===== src/design/cle_pkg.sv =====
package cle_pkg;

    // default line size, terminator included
    localparam int LINE_MAX_DEF = 256;

    // character codes
    localparam logic [7:0] CH_TAB = 8'h09;
    localparam logic [7:0] CH_LF  = 8'h0A;
    localparam logic [7:0] CH_CR  = 8'h0D;
    localparam logic [7:0] CH_BS  = 8'h08;
    localparam logic [7:0] CH_SP  = 8'h20;
    localparam logic [7:0] CH_DEL = 8'h7F;
    localparam logic [7:0] CH_PRINT_LO = 8'h20;
    localparam logic [7:0] CH_PRINT_HI = 8'h7E;

    // command codes
    localparam logic CMD_RX   = 1'b0;
    localparam logic CMD_READ = 1'b1;

    typedef struct packed {
        logic       command;
        logic [7:0] rx_byte;
        logic [7:0] read_index;
    } in_word_t;

    typedef struct packed {
        logic       has_echo;
        logic [7:0] echo_char;
        logic       last;
        logic       line_done;
        logic [7:0] line_length;
        logic [7:0] read_data;
    } out_word_t;

    // what one input word turns into on the result side
    typedef enum logic [2:0] {
        KIND_SILENT,
        KIND_ECHO,
        KIND_READ,
        KIND_CRLF,
        KIND_RUBOUT
    } kind_t;

    typedef struct packed {
        kind_t      kind;
        logic [7:0] echo_char;
        logic       done;
        logic [7:0] length;
        logic [7:0] read_data;
    } desc_t;

endpackage


===== src/design/cle_edit.sv =====
module cle_edit #(
    parameter int LINE_MAX = cle_pkg::LINE_MAX_DEF
) (
    input  logic              aclk,
    input  logic              aresetn,
    input  logic              s_valid,
    output logic              s_ready,
    input  cle_pkg::in_word_t s_payload,
    output logic              desc_valid,
    output cle_pkg::desc_t    desc,
    input  logic              desc_pop
);

    localparam int AW = $clog2(LINE_MAX);
    localparam int DEPTH = 1 << AW;
    localparam logic [AW:0] LIMIT = (AW + 1)'(LINE_MAX - 1);

    logic [7:0] line_mem [DEPTH];

    logic [AW-1:0] count_reg, count_next;
    logic          cr_pending_reg, cr_pending_next;
    logic          closed_reg, closed_next;
    logic          desc_valid_reg;

    cle_pkg::kind_t kind_reg, kind_next;
    logic [7:0]     echo_reg, echo_next;
    logic           done_reg, done_next;
    logic [AW-1:0]  len_reg;
    logic           hit_reg, hit_next;
    logic [7:0]     rd_data_reg;

    logic          accept;
    logic          wr_en;
    logic [AW-1:0] base;
    logic [AW:0]   inc;
    logic [7:0]    ch;
    logic          printable;

    assign s_ready = !desc_valid_reg || desc_pop;
    assign accept  = s_valid && s_ready;
    assign ch      = s_payload.rx_byte;
    assign base    = closed_reg ? '0 : count_reg;
    assign inc     = {1'b0, base} + (AW + 1)'(1);
    assign printable = (ch >= cle_pkg::CH_PRINT_LO && ch <= cle_pkg::CH_PRINT_HI)
                       || ch == cle_pkg::CH_TAB;

    // editing decision for one word
    always_comb begin
        count_next      = count_reg;
        cr_pending_next = cr_pending_reg;
        closed_next     = closed_reg;
        kind_next       = cle_pkg::KIND_SILENT;
        echo_next       = '0;
        done_next       = 1'b0;
        hit_next        = 1'b0;
        wr_en           = 1'b0;
        if (s_payload.command == cle_pkg::CMD_READ) begin
            kind_next = cle_pkg::KIND_READ;
            hit_next  = s_payload.read_index < 8'(count_reg);
        end else if (ch == cle_pkg::CH_LF && cr_pending_reg) begin
            // lf right after cr is swallowed
            cr_pending_next = 1'b0;
        end else begin
            count_next      = base;
            closed_next     = 1'b0;
            cr_pending_next = (ch == cle_pkg::CH_CR);
            priority if (ch == cle_pkg::CH_CR || ch == cle_pkg::CH_LF) begin
                closed_next = 1'b1;
                kind_next   = cle_pkg::KIND_CRLF;
                done_next   = 1'b1;
            end else if (ch == cle_pkg::CH_DEL) begin
                if (base != '0) begin
                    count_next = base - AW'(1);
                    kind_next  = cle_pkg::KIND_RUBOUT;
                end
            end else begin
                wr_en       = 1'b1;
                count_next  = inc[AW-1:0];
                done_next   = (inc >= LIMIT);
                closed_next = (inc >= LIMIT);
                if (printable) begin
                    kind_next = cle_pkg::KIND_ECHO;
                    echo_next = ch;
                end
            end
        end
    end

    // editor state
    always_ff @(posedge aclk) begin
        if (!aresetn) begin
            count_reg      <= '0;
            cr_pending_reg <= 1'b0;
            closed_reg     <= 1'b0;
            desc_valid_reg <= 1'b0;
        end else begin
            if (accept) begin
                count_reg      <= count_next;
                cr_pending_reg <= cr_pending_next;
                closed_reg     <= closed_next;
            end
            if (accept) begin
                desc_valid_reg <= 1'b1;
            end else if (desc_pop) begin
                desc_valid_reg <= 1'b0;
            end
        end
    end

    // descriptor payload
    always_ff @(posedge aclk) begin
        if (accept) begin
            kind_reg <= kind_next;
            echo_reg <= echo_next;
            done_reg <= done_next;
            len_reg  <= count_next;
            hit_reg  <= hit_next;
        end
    end

    // line memory, registered read
    always_ff @(posedge aclk) begin
        if (accept && wr_en) begin
            line_mem[base] <= ch;
        end
        if (accept) begin
            rd_data_reg <= line_mem[s_payload.read_index[AW-1:0]];
        end
    end

    assign desc_valid     = desc_valid_reg;
    assign desc.kind      = kind_reg;
    assign desc.echo_char = echo_reg;
    assign desc.done      = done_reg;
    assign desc.length    = 8'(len_reg);
    assign desc.read_data = hit_reg ? rd_data_reg : 8'h00;

endmodule


===== src/design/cle_emit.sv =====
module cle_emit (
    input  logic               aclk,
    input  logic               aresetn,
    input  logic               desc_valid,
    input  cle_pkg::desc_t     desc,
    output logic               desc_pop,
    output logic               m_valid,
    input  logic               m_ready,
    output cle_pkg::out_word_t m_payload
);

    logic [1:0]         beat_reg, beat_next;
    logic               m_valid_reg;
    cle_pkg::out_word_t out_reg, out_next;
    logic               out_free;
    logic               advance;
    logic               last_beat;

    assign out_free = !m_valid_reg || m_ready;
    assign advance  = desc_valid && out_free;
    assign desc_pop = advance && last_beat;

    // build the word for the current beat
    always_comb begin
        out_next             = '0;
        out_next.line_length = desc.length;
        last_beat            = 1'b1;
        unique case (desc.kind)
            cle_pkg::KIND_SILENT: begin
                out_next.line_done = desc.done;
            end
            cle_pkg::KIND_ECHO: begin
                out_next.has_echo  = 1'b1;
                out_next.echo_char = desc.echo_char;
                out_next.line_done = desc.done;
            end
            cle_pkg::KIND_READ: begin
                out_next.read_data = desc.read_data;
            end
            cle_pkg::KIND_CRLF: begin
                last_beat          = (beat_reg == 2'd1);
                out_next.has_echo  = 1'b1;
                out_next.echo_char = last_beat ? cle_pkg::CH_LF : cle_pkg::CH_CR;
                out_next.line_done = last_beat;
            end
            cle_pkg::KIND_RUBOUT: begin
                last_beat          = (beat_reg == 2'd2);
                out_next.has_echo  = 1'b1;
                out_next.echo_char = (beat_reg == 2'd1) ? cle_pkg::CH_SP : cle_pkg::CH_BS;
            end
            default: begin
                out_next.line_done = 1'b0;
            end
        endcase
        out_next.last = last_beat;
        beat_next     = last_beat ? 2'd0 : beat_reg + 2'd1;
    end

    // beat counter and output valid
    always_ff @(posedge aclk) begin
        if (!aresetn) begin
            beat_reg    <= '0;
            m_valid_reg <= 1'b0;
        end else begin
            if (advance) begin
                beat_reg <= beat_next;
            end
            if (out_free) begin
                m_valid_reg <= desc_valid;
            end
        end
    end

    // output word register
    always_ff @(posedge aclk) begin
        if (advance) begin
            out_reg <= out_next;
        end
    end

    assign m_valid   = m_valid_reg;
    assign m_payload = out_reg;

endmodule


===== src/design/console_line_editor.sv =====
// path: a result word is held in the cle_edit descriptor register, then in the cle_emit output register
// throughput: one input word per cycle when it yields one result and m_ready is high;
// cr/lf gives cr and lf words, a rubout gives bs, space, bs, paced by the one word per cycle output
// register; a read word returns the stored byte via a registered line memory read
// reset: aresetn is synchronous, clears line length, cr mark, line state and valids;
// the line memory is not cleared and is ready right after reset
module console_line_editor #(
    parameter int LINE_MAX = cle_pkg::LINE_MAX_DEF
) (
    input  logic               aclk,
    input  logic               aresetn,
    input  logic               s_valid,
    output logic               s_ready,
    input  cle_pkg::in_word_t  s_payload,
    output logic               m_valid,
    input  logic               m_ready,
    output cle_pkg::out_word_t m_payload
);

    logic           desc_valid;
    logic           desc_pop;
    cle_pkg::desc_t desc;

    // line editing and storage
    cle_edit #(
        .LINE_MAX (LINE_MAX)
    ) u_edit (
        .aclk       (aclk),
        .aresetn    (aresetn),
        .s_valid    (s_valid),
        .s_ready    (s_ready),
        .s_payload  (s_payload),
        .desc_valid (desc_valid),
        .desc       (desc),
        .desc_pop   (desc_pop)
    );

    // result word sequencing
    cle_emit u_emit (
        .aclk       (aclk),
        .aresetn    (aresetn),
        .desc_valid (desc_valid),
        .desc       (desc),
        .desc_pop   (desc_pop),
        .m_valid    (m_valid),
        .m_ready    (m_ready),
        .m_payload  (m_payload)
    );

endmodule


===== config.mk =====
export PLATFORM = sky130hd
export DESIGN_NAME = console_line_editor
export DESIGN_NICKNAME = d
export VERILOG_FILES = /design/src/design/cle_pkg.sv /design/src/design/cle_edit.sv /design/src/design/cle_emit.sv /design/src/design/console_line_editor.sv
export SDC_FILE = /design/constraint.sdc
export NUM_CORES = 2
export LEC_CHECK = 0
export BUFFER_PORTS_ARGS = -buffer_cell sky130_fd_sc_hd__clkbuf_2
export CAP_MARGIN = 40
export CORE_MARGIN = 2
export CORE_UTILIZATION = 50
export DETAILED_ROUTE_END_ITERATION = 16
export PLACE_DENSITY = 0.65
export SLEW_MARGIN = 5
export SYNTH_ARGS = -nofsm -noshare
export SYNTH_HDL_FRONTEND = slang
export SYNTH_SLANG_ARGS = --single-unit

===== constraint.sdc =====
create_clock -name aclk -period 7.6 [get_ports aclk]
set_input_delay 1.14 -clock aclk [delete_from_list [all_inputs] [get_ports aclk]]
set_output_delay 1.14 -clock aclk [all_outputs]
set_load 0.005 [all_outputs]

# ---- Word level (Yosys, flattened, before mapping)
# Memories as Yosys holds them, arrays and structs flattened. A register that Yosys moved wholly into a read port is not among the register bits.
# Index checks and enable logic that the tools add are counted.
dict set report totals {
  ff_bits 62
  latch_bits 0
  ramBits 2048
  mem_bits_ro 0
  wordCells 90
  mem_count 1
}
dict set report classes {
  add_sub_neg 3
  mul 0
  n_div 0
  magnitude_cmp 4
  n_eq_ne 10
  n_shift 0
  muxes 28
  n_bitwise 3
  reduce_logical 22
}
# memory depth width read_ports rd_clocked_by_memory_dff write_ports line
set mem_list {}
lappend mem_list {u_edit.line_mem 256 8 1 1 1 cle_edit.sv:18} ;# logic [7:0] line_mem [DEPTH];
# operator count
set op_table {}
lappend op_table {{8-bit two-way mux} 6}
lappend op_table {{9-bit case mux with 3 select lines} 1}
lappend op_table {{8-bit by 4-bit equality test with 1-bit output (second input constant)} 3}
lappend op_table {{1-bit two-way mux} 12}
lappend op_table {{8-bit by 1-bit adder with 9-bit output (second input constant)} 1}
lappend op_table {{9-bit by 8-bit >= comparator with 1-bit output (second input constant)} 1}
lappend op_table {{3-bit two-way mux} 3}
lappend op_table {{8-bit by 7-bit equality test with 1-bit output (second input constant)} 1}
lappend op_table {{8-bit by 6-bit >= comparator with 1-bit output (second input constant)} 1}
lappend op_table {{8-bit by 7-bit less-or-equal comparator with 1-bit output (second input constant)} 1}
lappend op_table {{8-bit less-than comparator} 1}
lappend op_table {{8-bit nonzero test} 1}
lappend op_table {{8-bit by 1-bit subtractor with 8-bit output (second input constant)} 1}
lappend op_table {{3-bit by 2-bit equality test with 1-bit output (second input constant)} 2}
lappend op_table {{1-bit logical AND} 6}
lappend op_table {{2-bit two-way mux} 3}
lappend op_table {{6-bit two-way mux} 1}
lappend op_table {{5-bit OR reduction} 1}
lappend op_table {{1-bit logical OR} 4}
lappend op_table {{1-bit case mux with 2 select lines} 2}
lappend op_table {{2-bit AND reduction} 2}
lappend op_table {{2-bit OR reduction} 2}
lappend op_table {{3-bit by 1-bit equality test with 1-bit output (second input constant)} 1}
lappend op_table {{3-bit equality test (second input constant)} 1}
lappend op_table {{9 further kinds} 12}

# ---- Logic depth before layout (Yosys ltp)
dict set report depth {
  word_depth 9
  mapped_depth 11
  depth_no_buf 9
}

# ---- Hierarchy
# Synthesis repeated with hierarchy kept, for this count alone.
dict set report unflattened {
  hier_cells 3917
  area_unflattened_um2 82616.7
}
# module instances cells_per_inst area_each_um2
set by_module_without_submodules {}
lappend by_module_without_submodules {cle_edit 1 3838 81461.9}
lappend by_module_without_submodules {cle_emit 1 79 1154.9}

# ---- Least setup slack after synthesis
# OpenSTA, ideal clock, no wires.
dict set report synth_timing {
  kind {input-to-reg}
  startpoint {in m_ready}
  endpoint {reg u_edit.count_reg[4]}
  arrival_ps 3479
  required_time_ps 7482
  setup_slack_ps 4003
  path_stages 7
  path_cell_list {nor2b_1 o31ai_4 and2_1 clkbuf_1 nand3_1 and3_1 a31o_2}
}
dict set report synth_between {
  elab_chain_len 5
}
# element line
set synth_rtl {}
lappend synth_rtl {{start, declared} console_line_editor.sv:16} ;# input logic m_ready,
lappend synth_rtl {{1-bit logical OR} cle_emit.sv:19} ;# assign out_free = !m_valid_reg || m_ready;
lappend synth_rtl {{1-bit logical AND} cle_emit.sv:20} ;# assign advance = desc_valid && out_free;
lappend synth_rtl {{1-bit logical AND} cle_emit.sv:21} ;# assign desc_pop = advance && last_beat;
lappend synth_rtl {{1-bit logical OR} cle_edit.sv:39} ;# assign s_ready = !desc_valid_reg || desc_pop;
lappend synth_rtl {{via s_ready} console_line_editor.sv:13} ;# output logic s_ready,
lappend synth_rtl {{1-bit logical AND} cle_edit.sv:40} ;# assign accept = s_valid && s_ready;
lappend synth_rtl {{via u_edit.accept} cle_edit.sv:32} ;# logic accept;
lappend synth_rtl {{end signal, assigned} cle_edit.sv:98} ;# count_reg <= count_next;
lappend synth_rtl {{end, declared} cle_edit.sv:20} ;# logic [AW-1:0] count_reg, count_next;
# The timed path passes the listed nets, and every way through them passes these cells.
# A chain may end at the register's enable or synchronous reset.

# ---- Final worst setup path
dict set report layout_timing {
  startpoint {in s_payload[13] (netlist bit)}
  endpoint {mem u_edit.line_mem[195][2] (enable)}
}
dict set report layout_between {
  elab_chain_len 8
  elab_cells_between_ends 12
}
# element line
set layout_rtl {}
lappend layout_rtl {{start, declared} console_line_editor.sv:14} ;# input cle_pkg::in_word_t s_payload,
lappend layout_rtl {{8-bit by 7-bit equality test with 1-bit output (tied with other cells)} cle_edit.sv:71} ;# end else if (ch == cle_pkg::CH_DEL) begin
lappend layout_rtl {{1-bit two-way mux or 1-bit logical OR (tied branches)} {cle_edit.sv:71, cle_edit.sv:67}}
lappend layout_rtl {{1-bit two-way mux} cle_edit.sv:67} ;# priority if (ch == cle_pkg::CH_CR || ch == cle_pkg::CH_LF) begin
lappend layout_rtl {{1-bit two-way mux (*)} cle_edit.sv:60} ;# end else if (ch == cle_pkg::CH_LF && cr_pending_reg) begin
lappend layout_rtl {{1-bit two-way mux (*)} cle_edit.sv:57} ;# if (s_payload.command == cle_pkg::CMD_READ) begin
lappend layout_rtl {{1-bit logical AND (*)} cle_edit.sv:123} ;# if (accept && wr_en) begin
lappend layout_rtl {{1-bit two-way mux (*)} cle_edit.sv:123}
lappend layout_rtl {{1-bit two-way mux (not written as such) (*)} cle_edit.sv:124} ;# line_mem[base] <= ch;
lappend layout_rtl {{end, declared} cle_edit.sv:18}
# Mark *: on every way between the ends. The rest lies on a longest branch, timed or not.

==> flow_summary_export.csv <==
group,metric,value,unit
timing,clock_skew,0.02917,ns
yosys,synth_commonest_cells,"edfxtp_1, mux4_2, nor2_1",
global_routing,grt_pass1_vias,39880,
yosys,syn-cell-area,0.08180,sq mm
worst_setup_path,cpMostUsedCell,"nand2_1",
clock_network,cts_resized,0,
layout,area_delta_synth_final,11.97,%
pwr,p_per_area,262.8,mW/mm^2
yosys,muxShareOfSynthArea,14.33,%
yosys,ys_ff_latch,2118,
place,place_worst_setup_slack,1.923,ns
detailed_routing,ant_nets,0,
layout,fill_cells,11970,
yosys,yosysMostFrequentCell,"edfxtp_1",
yosys,yosysTopAreaCell,"edfxtp_1",
place,post-dp-hpwl,123.1,mm
yosys,synth_compound_area_share,3.373,%
timing,rsz0062_at_grt,"false",
pwr,combPwrFrac,4.4,%
timing,setup_viol,0,
worst_setup_path,crit_type,"input pin to flop",
detailed_routing,drt-initial-drc-count,5657,
floorplan,die_h,408.5,um
floorplan,std_cell_rows,148,
worst_setup_path,required,8.05,ns
clock_network,clk_latency,0.85,ns
detailed_routing,num_vias,40390,
detailed_routing,wl_met2,92.70,mm
worst_setup_path,cpPeakStageDelay,0.80,ns
yosys,yosysUniqueCellTypes,67,
worst_setup_path,cp_cell_sequence,"buf_8, nor4b_1, o211ai_1, nand2_1, or3_4, nor3_2, nand2_1, nor2_1",
pwr,intPower,19.04,mW
worst_setup_path,slowest_stage,"nor2_1",
floorplan,initial_core_util,50.31,%
clock_network,postCtsSetupRepairBufs,0,
detailed_routing,drc_errors,0,
yosys,syn_nets,3917,
layout,regArea,0.06346,sq mm
yosys,synth_top_area_share,77.24,%
outcome,status,"completed",
timing,fin_crit,5.006,ns
clock_network,cts_tree,"yes",
worst_setup_path,crit_family,"simple AND/OR/NAND/NOR gates",
layout,fin_nets,4047,
floorplan,pin_count,50,
detailed_routing,met3_wirelength,18.97,mm
pwr,p_clk_share,42.0,%
layout,multi_input_area,0.01716,sq mm
global_routing,grt_pass1_wl,291.2,mm
place,post_dp_cell_area,0.08491,sq mm
worst_setup_path,cp-start-kind,"input pin",
pwr,p_switching,5.034,mW
yosys,synth.area.top_cells,"edfxtp_1, mux4_2, nor2_1",
clock_network,cts_hold_buf,0,
global_routing,grt-ovfl-total,0,
pwr,seqPwrFrac,53.5,%
yosys,synthSimpleGateAreaFrac,3.007,%
floorplan,die-area,0.1669,sq mm
global_routing,grt_usage,24.29,%
pwr,leakage,28.24,nW
worst_setup_path,cp.arrival,5.46,ns
job,cap_viol_max_count,0,
worst_hold_path,worst_hold_path_type,"flop to flop",
yosys,yosys_warnings,0,
yosys,async_reset_ff_share,0,%
worst_setup_path,path_buf_inv,1,
detailed_routing,wl,201.9,mm
worst_setup_path,crit_fanout,109,
clock_network,h-tree-depth,4,
detailed_routing,wl_per_cell,31.73,um
yosys,synth-edff-count,2104,
place,io_buffers,49,
layout,finish.utilization,56.34,%
worst_setup_path,r2r_slack,3.19,ns
detailed_routing,drt-pass1-iter-count,8,
clock_network,cts_root_buffer,"clkbuf_16",
yosys,synth_fa_ha_area_share,0.1377,%
yosys,syn_area_per_cell,21.04,sq um
pwr,swShare,20.91,%
clock_network,cts_max_path_buffers,3,
clock_network,path_clk_slew,0.06,ns
detailed_routing,wl_met1,83.62,mm
yosys,synth_ff_type,"edfxtp_1",
floorplan,core-area,0.1626,sq mm
layout,fin_area,0.09160,sq mm
detailed_routing,dr.max_layer_used,"met5",
timing,fmax,199.8,MHz
layout,layout-drive-gt1-share,23.10,%
timing,max_slew_margin,29.68,%
global_routing,grt_start_max_net_pins,153,
place,place.gp.congestion,0.8829,
layout,largest_reg_flops,2048,
detailed_routing,via_per_inst,6.345,
timing,finalHoldViolCount,0,
clock_network,cts_buffers,201,
clock_network,cts_sinks,2118,
timing,finalCritPeriodShare,65.87,%
layout,diodes,0,
timing,worst_slack,2.594,ns
layout,largest_register,"u_edit.line_mem",
pwr,peakVddDrop,0.0002119,V
yosys,synthXorXnorAreaFrac,0.02141,%
floorplan,die_w,408.5,um
timing,setup_tns,0,ns
yosys,synth_top_family_by_area,"multiplexers",
worst_setup_path,endpoint_kind,"flop",
yosys,syn-instance-count,3887,
timing,maxSlewViolCount,0,
yosys,ys_seq_area_share,77.58,%
timing,worstMarginPinSlew,1.055,ns
global_routing,antenna_found_initial,7,
[metrics by stage]
stage	power (mW)	hold WS, ns	cells
after detailed placement	14.20	0.4210	5989
after floorplan	13.69	0.4003	3887
final	24.07	0.4387	6365
after CTS	24.18	0.4365	6365
after global routing	24.68	0.4515	6365
after global placement	14.17	0.4133	5963
[cell families (layout without fill, tap and decap cells)]
family / Yosys count / after routing
muxes: 565 / 565
buffers and inverters: 247 / 550
and+or+nand+nor: 548 / 548
AOI/OAI and AO/OA: 397 / 397
xor gates and xnor gates: 2 / 2
adders and majority gates: 9 / 9
DFF: 2118 / 2118
other: 1 / 1
[routing by layer]
metal  up-vias  GRT usage [%]
li1      16540              -
met1     21310          36.15
met2      2185          36.39
met3       350          4.951
met4         2          7.883
met5         -              0
[path summary, 6_finish.rpt]
| path | start | endpoint | cells after the start |
|---|---|---|---|
| max | s_payload[13] | u_edit.line_mem[195][2]$_DFFE_PP_ | 8 |
| min | u_edit.len_reg[3]$_DFFE_PP_ | u_emit.m_payload[11]$_DFFE_PP_ | 0 |
| max reg2reg | u_edit.kind_reg[2]$_SDFFCE_PP0P_ | u_edit.line_mem[195][2]$_DFFE_PP_ | 7 |
| min reg2reg | u_edit.len_reg[3]$_DFFE_PP_ | u_emit.m_payload[11]$_DFFE_PP_ | 0 |
[cell type report]
type	count	share of cell area, %
clock inverter	143	1.610
multi-input combinational	1522	18.74
clock buffer	233	5.692
tap	2175	2.971
timing repair buffer	155	1.628
inverter	19	0.07786
sequential	2118	69.28
[cell usage in the layout, fill, tap and decap left out, types with 17 or more instances in the layout]
cell type,n
edfxtp_1,2104
mux4_2,485
nor2_1,315
clkbuf_16,204
o22ai_1,128
mux2i_1,79
buf_4,77
nand2_1,66
clkinv_1,59
a22oi_1,55
clkbuf_2,39
a21oi_1,34
clkinv_2,34
a22o_1,32
o21ai_0,30
a221oi_1,30
clkbuf_1,29
nor3_1,27
bufinv_16,26
a211oi_1,23
a31oi_1,20
and2_1,18
inv_1,17
nor4_1,17
[worst register-to-register path, delay by kind of cell (launching register included)]
| kind | cells | cell delay, ns |
|---|---|---|
| flops | 1 | 0.52 |
| compound gates | 1 | 0.41 |
| simple gates | 6 | 3.08 |
[power groups by stage]
stage / combinational (mW) / clock, mW / sequential (mW)
6_report: 1.07 / 10.1 / 12.9
5_1_grt: 1.13 / 10.7 / 12.9
4_1_cts: 1.07 / 10.2 / 12.9
3_5_place_dp: 1.07 / 0 / 13.1
3_3_place_gp: 1.04 / 0 / 13.1
2_1_floorplan: 0.563 / 0 / 13.1
Note: power is estimated with default switching activity, not from simulation.
